<file path="src/rtl/lmb_pkg.sv">
// Package: types, constants and state codes for the linear motion blur block.
package lmb_pkg;

  localparam int IMAGE_WIDTH_D  = 256;
  localparam int IMAGE_HEIGHT_D = 256;
  localparam int CHANNELS_D     = 4;
  localparam int MAX_LENGTH_D   = 256;

  localparam int CFG_IDX_W  = 3;
  localparam int CFG_DATA_W = 10;

  localparam logic [CFG_IDX_W-1:0] REG_LENGTH     = 3'd0;
  localparam logic [CFG_IDX_W-1:0] REG_END_DX     = 3'd1;
  localparam logic [CFG_IDX_W-1:0] REG_END_DY     = 3'd2;
  localparam logic [CFG_IDX_W-1:0] REG_SEL_LEFT   = 3'd3;
  localparam logic [CFG_IDX_W-1:0] REG_SEL_TOP    = 3'd4;
  localparam logic [CFG_IDX_W-1:0] REG_SEL_RIGHT  = 3'd5;
  localparam logic [CFG_IDX_W-1:0] REG_SEL_BOTTOM = 3'd6;

  localparam logic OP_WRITE = 1'b0;
  localparam logic OP_BLUR  = 1'b1;

  typedef struct packed {
    logic       opcode;
    logic [7:0] pos_x;
    logic [7:0] pos_y;
    logic [7:0] chan0_in;
    logic [7:0] chan1_in;
    logic [7:0] chan2_in;
    logic [7:0] chan3_in;
  } in_req_t;

  typedef struct packed {
    logic [7:0] chan0_out;
    logic [7:0] chan1_out;
    logic [7:0] chan2_out;
    logic [7:0] chan3_out;
    logic [8:0] samples_used;
  } out_req_t;

  typedef enum logic [2:0] {
    ST_IDLE,
    ST_SRC,
    ST_WALK,
    ST_DRAIN,
    ST_DIV,
    ST_OUT
  } lmb_state_t;

  // Lane control from the sequencer.
  typedef struct packed {
    logic clear;
    logic accum;
    logic div_start;
    logic div_step;
  } lmb_lane_ctl_t;

endpackage

</file>
<file path="src/rtl/lmb_lane.sv">
// One channel lane: sample accumulator and restoring serial divider.
module lmb_lane #(
  parameter int SUM_W = 16,
  parameter int CNT_W = 9
) (
  input  logic                    clk,
  input  lmb_pkg::lmb_lane_ctl_t  ctl,
  input  logic [7:0]              sample,
  input  logic [CNT_W-1:0]        divisor,
  output logic [7:0]              quotient
);

  logic [SUM_W-1:0] sum_r, sum_nxt;
  logic [SUM_W-1:0] rem_r, rem_nxt;
  logic [SUM_W-1:0] quo_r, quo_nxt;
  logic [SUM_W:0]   trial;

  // one quotient bit per cycle
  always_comb begin
    trial   = {rem_r[SUM_W-1:0], quo_r[SUM_W-1]} - {{(SUM_W+1-CNT_W){1'b0}}, divisor};
    sum_nxt = sum_r;
    rem_nxt = rem_r;
    quo_nxt = quo_r;
    if (ctl.clear) begin
      sum_nxt = '0;
    end else if (ctl.accum) begin
      sum_nxt = sum_r + {{(SUM_W-8){1'b0}}, sample};
    end
    if (ctl.div_start) begin
      rem_nxt = '0;
      quo_nxt = sum_nxt;
    end else if (ctl.div_step) begin
      if (!trial[SUM_W]) begin
        rem_nxt = trial[SUM_W-1:0];
        quo_nxt = {quo_r[SUM_W-2:0], 1'b1};
      end else begin
        rem_nxt = {rem_r[SUM_W-2:0], quo_r[SUM_W-1]};
        quo_nxt = {quo_r[SUM_W-2:0], 1'b0};
      end
    end
  end

  always_ff @(posedge clk) begin
    sum_r <= sum_nxt;
    rem_r <= rem_nxt;
    quo_r <= quo_nxt;
  end

  assign quotient = quo_r[7:0];

endmodule

</file>
<file path="config.mk">
export PLATFORM = sky130hd
export DESIGN_NAME = lmb_lane
export DESIGN_NICKNAME = d
export VERILOG_FILES = /design/src/rtl/lmb_pkg.sv /design/src/rtl/lmb_lane.sv
export SDC_FILE = /design/constraint.sdc
export NUM_CORES = 1
export LEC_CHECK = 0
export BUFFER_PORTS_ARGS = -buffer_cell sky130_fd_sc_hd__buf_4
export CORE_MARGIN = 2
export CORE_UTILIZATION = 50
export DETAILED_ROUTE_END_ITERATION = 10
export GPL_ROUTABILITY_DRIVEN = 0
export GPL_TIMING_DRIVEN = 0
export PLACE_DENSITY = 0.69
export SKIP_CTS_REPAIR_TIMING = 1
export SLEW_MARGIN = 20
export SYNTH_ARGS = -nofsm -noshare
export SYNTH_HDL_FRONTEND = slang
export SYNTH_SLANG_ARGS = --single-unit
export TNS_END_PERCENT = 20
</file>
<file path="constraint.sdc">
create_clock -name clk -period 4.27 [get_ports clk]
set_clock_uncertainty 0.1 [all_clocks]
set_input_delay 1.0675 -clock clk [delete_from_list [all_inputs] [get_ports clk]]
set_output_delay 1.0675 -clock clk [all_outputs]
set_load 0.01 [all_outputs]
</file>
# == Yosys cells after proc, flatten, opt, wreduce, memory -nomap -nowiden ==
# Index checks and enable logic that the tools add are counted.
# classes
n_addsub,2
muxes,6
n_reduce_logical,1
# op_table
op,n
$mux W16,5
$sub A17 B9 Y17,1
$add A16 B8 Y16,1
$reduce_bool A2 Y1,1
$mux W1,1
# word_totals
ff_bits,48
out_inout_bits,8

# == Logic depth before layout (Yosys ltp) ==
# logic_depth
ltp_word,4
mapped_depth,10
depth_no_buf,10

# == Worst setup path before layout ==
# No wires, ideal clock.
# synth_timing
path_type,input to register
from,input divisor[0]
to,register rem_r[3]
n_path_buf,0
slack_ns,0.898
t_arrival_ns,3.135
stages,9
path_cell_list,ha_1 -> fa_1 -> nand2b_1 -> a21o_1 -> a21oi_1 -> a31oi_4 -> xnor2_2 -> mux2i_1 -> a211oi_1
# synth_via
elab_chain_cells,2
# synth_lines
element,line,text
start: declaration,lmb_lane.sv:9,"input logic [CNT_W-1:0] divisor,"
$sub A17 B9 Y17,lmb_lane.sv:20,"trial = {rem_r[SUM_W-1:0], quo_r[SUM_W-1]} - {{(SUM_W+1-CNT_W){1'b0}}, divisor};"
$mux W16,lmb_lane.sv:33,if (!trial[SUM_W]) begin
end signal: assignment,lmb_lane.sv:45,rem_r <= rem_nxt;
end: declaration,lmb_lane.sv:14,"logic [SUM_W-1:0] rem_r, rem_nxt;"
# Every way passes these cells.
# A chain may end at the register's enable or synchronous reset.

# == Worst setup path in the final report ==
# layout_timing
from,input divisor[0]
to,register rem_r[4]
# Same word-level chain as after synthesis.

==> impl_results.md <==
* Final Hold Vio Count at 0
* Avg Inst Size Synth at 9.33 um2
* Floorplan row count at 28
* Logic gate share of total power at 43.0%
* Cell Area, Synth at 3010 um2
* Outcome: completed
* Period utilisation layout at 83.2%
* Hold_sp: rem_r[2]
* CP max stage delay at 560 ps
* Drt drc at 0
* Port Buffers at 29
* Antenna Cells at 0
* Async set-or-reset flop fraction in the synthesized netlist at 0%
* FF-to-FF path depth at 10
* Most frequent cells in the layout: nor2_1 (41), buf_4 (37), dfxtp_1 (32)
* Synthesized flop and latch total at 48
* EDFF count, synth at 16
* Die X at 81.6 um
* Syn. warnings at 0
* Total grt overflow at 0
* 1st-pass router iterations at 4
* WL final at 6170 um
* Largest net degree at the start of global routing at 18
* Maximum clock path buffer count at 2
* Clock root buffer: clkbuf_8
* Clock transition at path regs at 90 ps
* Syn nets at 364
* Initial Utilization at 51.2%
* Psw at 0.611 mW
* CTS Buf Count at 5
* Worst slew pin tran at 650 ps
* Fraction of layout cells with a size suffix above 1 at 17.5%
* Reg2reg setup slack at 1150 ps
* Commonest non-fill, non-tap cell in the layout: nor2_1
* Crit path cell chain: buf_4 > ha_1 > fa_1 > nand2b_1 > a21o_1 > a21oi_1 > a31oi_4 > xnor2_2 > mux2i_1 > a211oi_1
* Initial detailed-routing violation count at 161
* H-tree levels at 2
* Clk_lat worst skew at 310 ps
* Fin. max-slew vios at 0
* Slowest CP cell: xnor2_2
* Buf/Inv on CP at 1
* Setup_tns at 0 ps
* Initial antenna violation count at 0
* Reg-to-reg endpoint: rem_r[4]
* Layout area overhead at 14.2%
* Worst r2r src: quo_r[15]
* Post-synthesis cell count at 323
* Share of power burned in registers at 36.7%
* Core Area at 5890 um2
* I/O Pins at 30
* Layout fillers at 529
* WP data arrival at 3670 ps
* Delay-heaviest family, CP: compound AO/OA/AOI/OAI gates
* Vias in the first global route at 2140
* Drt wl/cell at 14.2 um
* Worst Hold Depth at 2
* Multi-input gate area in the final layout at 1720 um2
* PD cells at 489 nW/um2
* Switching Fraction at 36.3%
* Max cap viols at 0
* Slew margin rel. at 56.7%
* Final Cell Area at 3440 um2
* Peak supply drop at 284 uV
* Post-DRT Antenna Nets at 0
* Critical Path Source Type: input port
* Post-DP Area at 3330 um2
* Post-synthesis cell type count at 55
* Clock sinks at 48
* Dpl hpwl at 4680 um
* Final Setup Violations at 0
* Pint at 1.07 mW
* Final min period at 3550 ps
* CP required at 4390 ps
* Vias at 2404
* Top FF cell, synth: dfxtp_1
* Fin nets at 400
* CP Class: input port to flop
* Die Y-Extent at 81.6 um
* Worst-path fanout max at 10
* Worst hold path type: flop to flop
* CTS tree: done
* First-pass GRT wire length at 9800 um
* RSZ-0062 raised after global routing: no
* Total Routing Usage GR at 18.9%
* Peak Freq at 0.281 GHz
* End of the worst hold path: rem_r[2]
* Die ar. at 6670 um2
* Reg area at 1120 um2
* DR vias/cell at 5.53
* Endpoint class of the critical path: flop
* Sequential-to-total area share from yosys stat at 37.2%
* Lkg Pwr at 1.43 nW
* Clock share of power at 20.2%
==> synthesized netlist by cell type, types with 8 or more instances <==
library cell / instances / area [um2]
a211oi_1: 8 / 60.1
a21oi_1: 14 / 70.1
buf_4: 8 / 60.1
clkbuf_1: 8 / 30.0
dfxtp_1: 32 / 641
edfxtp_1: 16 / 480
ha_1: 17 / 213
inv_1: 19 / 71.3
mux2i_1: 14 / 140
nand2_1: 22 / 82.6
nor2_1: 41 / 154
xnor2_1: 12 / 105
xor2_1: 11 / 96.3
==> sequential cells by signal, summed over array words and instances (netlist names) <==
| name | count |
|---|---|
| rem_r | 16 |
| sum_r | 16 |
| quo_r | 16 |
==> metal layers <==
metal | up-vias | wire length (um) | GRT usage, %
li1 | 1228 | - | -
met4 | 0 | 51 | 4.33
met5 | - | 0 | 0
met2 | 43 | 2880 | 31.8
met3 | 5 | 274 | 3.30
met1 | 1128 | 2960 | 25.5
==> cell families (layout without fill, tap and decap cells) <==
family / count (synthesis) / in the layout / synth area share [%]
flip-flops: 48 / 48 / 37.2
adder cells (fa/ha/maj): 19 / 19 / 8.39
multiplexers: 19 / 19 / 6.52
AO/OA/AOI/OAI: 72 / 72 / 17.8
AND/OR/NAND/NOR: 104 / 104 / 17.1
buffers and inverters: 37 / 74 / 5.85
XOR/XNOR: 24 / 24 / 7.22
==> cell type report <==
| class | count | area share (%) |
|---|---|---|
| tap | 75 | 2.73 |
| timing repair buffer | 29 | 6.33 |
| inverter | 19 | 2.07 |
| clock buffer | 5 | 2.00 |
| buffer | 18 | 3.05 |
| clock inverter | 3 | 1.35 |
| multi-input combinational | 238 | 49.9 |
| sequential | 48 | 32.6 |
==> power groups by stage <==
stage	Clock, mW	Sequential [mW]	Combinational [mW]
final	0.341	0.619	0.724
after global routing	0.371	0.629	0.797
after CTS	0.348	0.618	0.727
after detailed placement	0	0.629	0.721
after global placement	0	0.626	0.712
after floorplan	0	0.610	0.580
==> worst max-delay path by stage <==
stage	start	endpoint	depth (start not counted)
finish	divisor[0]	rem_r[4]	10
global route	divisor[0]	rem_r[4]	10
CTS	divisor[0]	rem_r[4]	10
detailed placement	divisor[0]	rem_r[3]	10
global placement	divisor[0]	rem_r[5]	10
floorplan	divisor[0]	rem_r[3]	9
==> worst min-delay path, cell delays in order, from the launching register on <==
cell and delay (ps):
dfxtp_1 340, nand2_1 60, o21ai_0 60
==> stage by stage <==
step / power (mW) / setup slack (ps) / util [%] / cells / hold slack [ps]
after global routing: 1.80 / 569 / 58.5 / 435 / 438
after floorplan: 1.19 / 898 / - / 323 / 351
after detailed placement: 1.35 / 397 / 56.5 / 427 / 396
after global placement: 1.34 / 414 / 56.5 / 427 / 380
after CTS: 1.69 / 699 / 58.5 / 435 / 409
final: 1.68 / 717 / 58.5 / 435 / 400
Power figures use the tool's default switching activity.
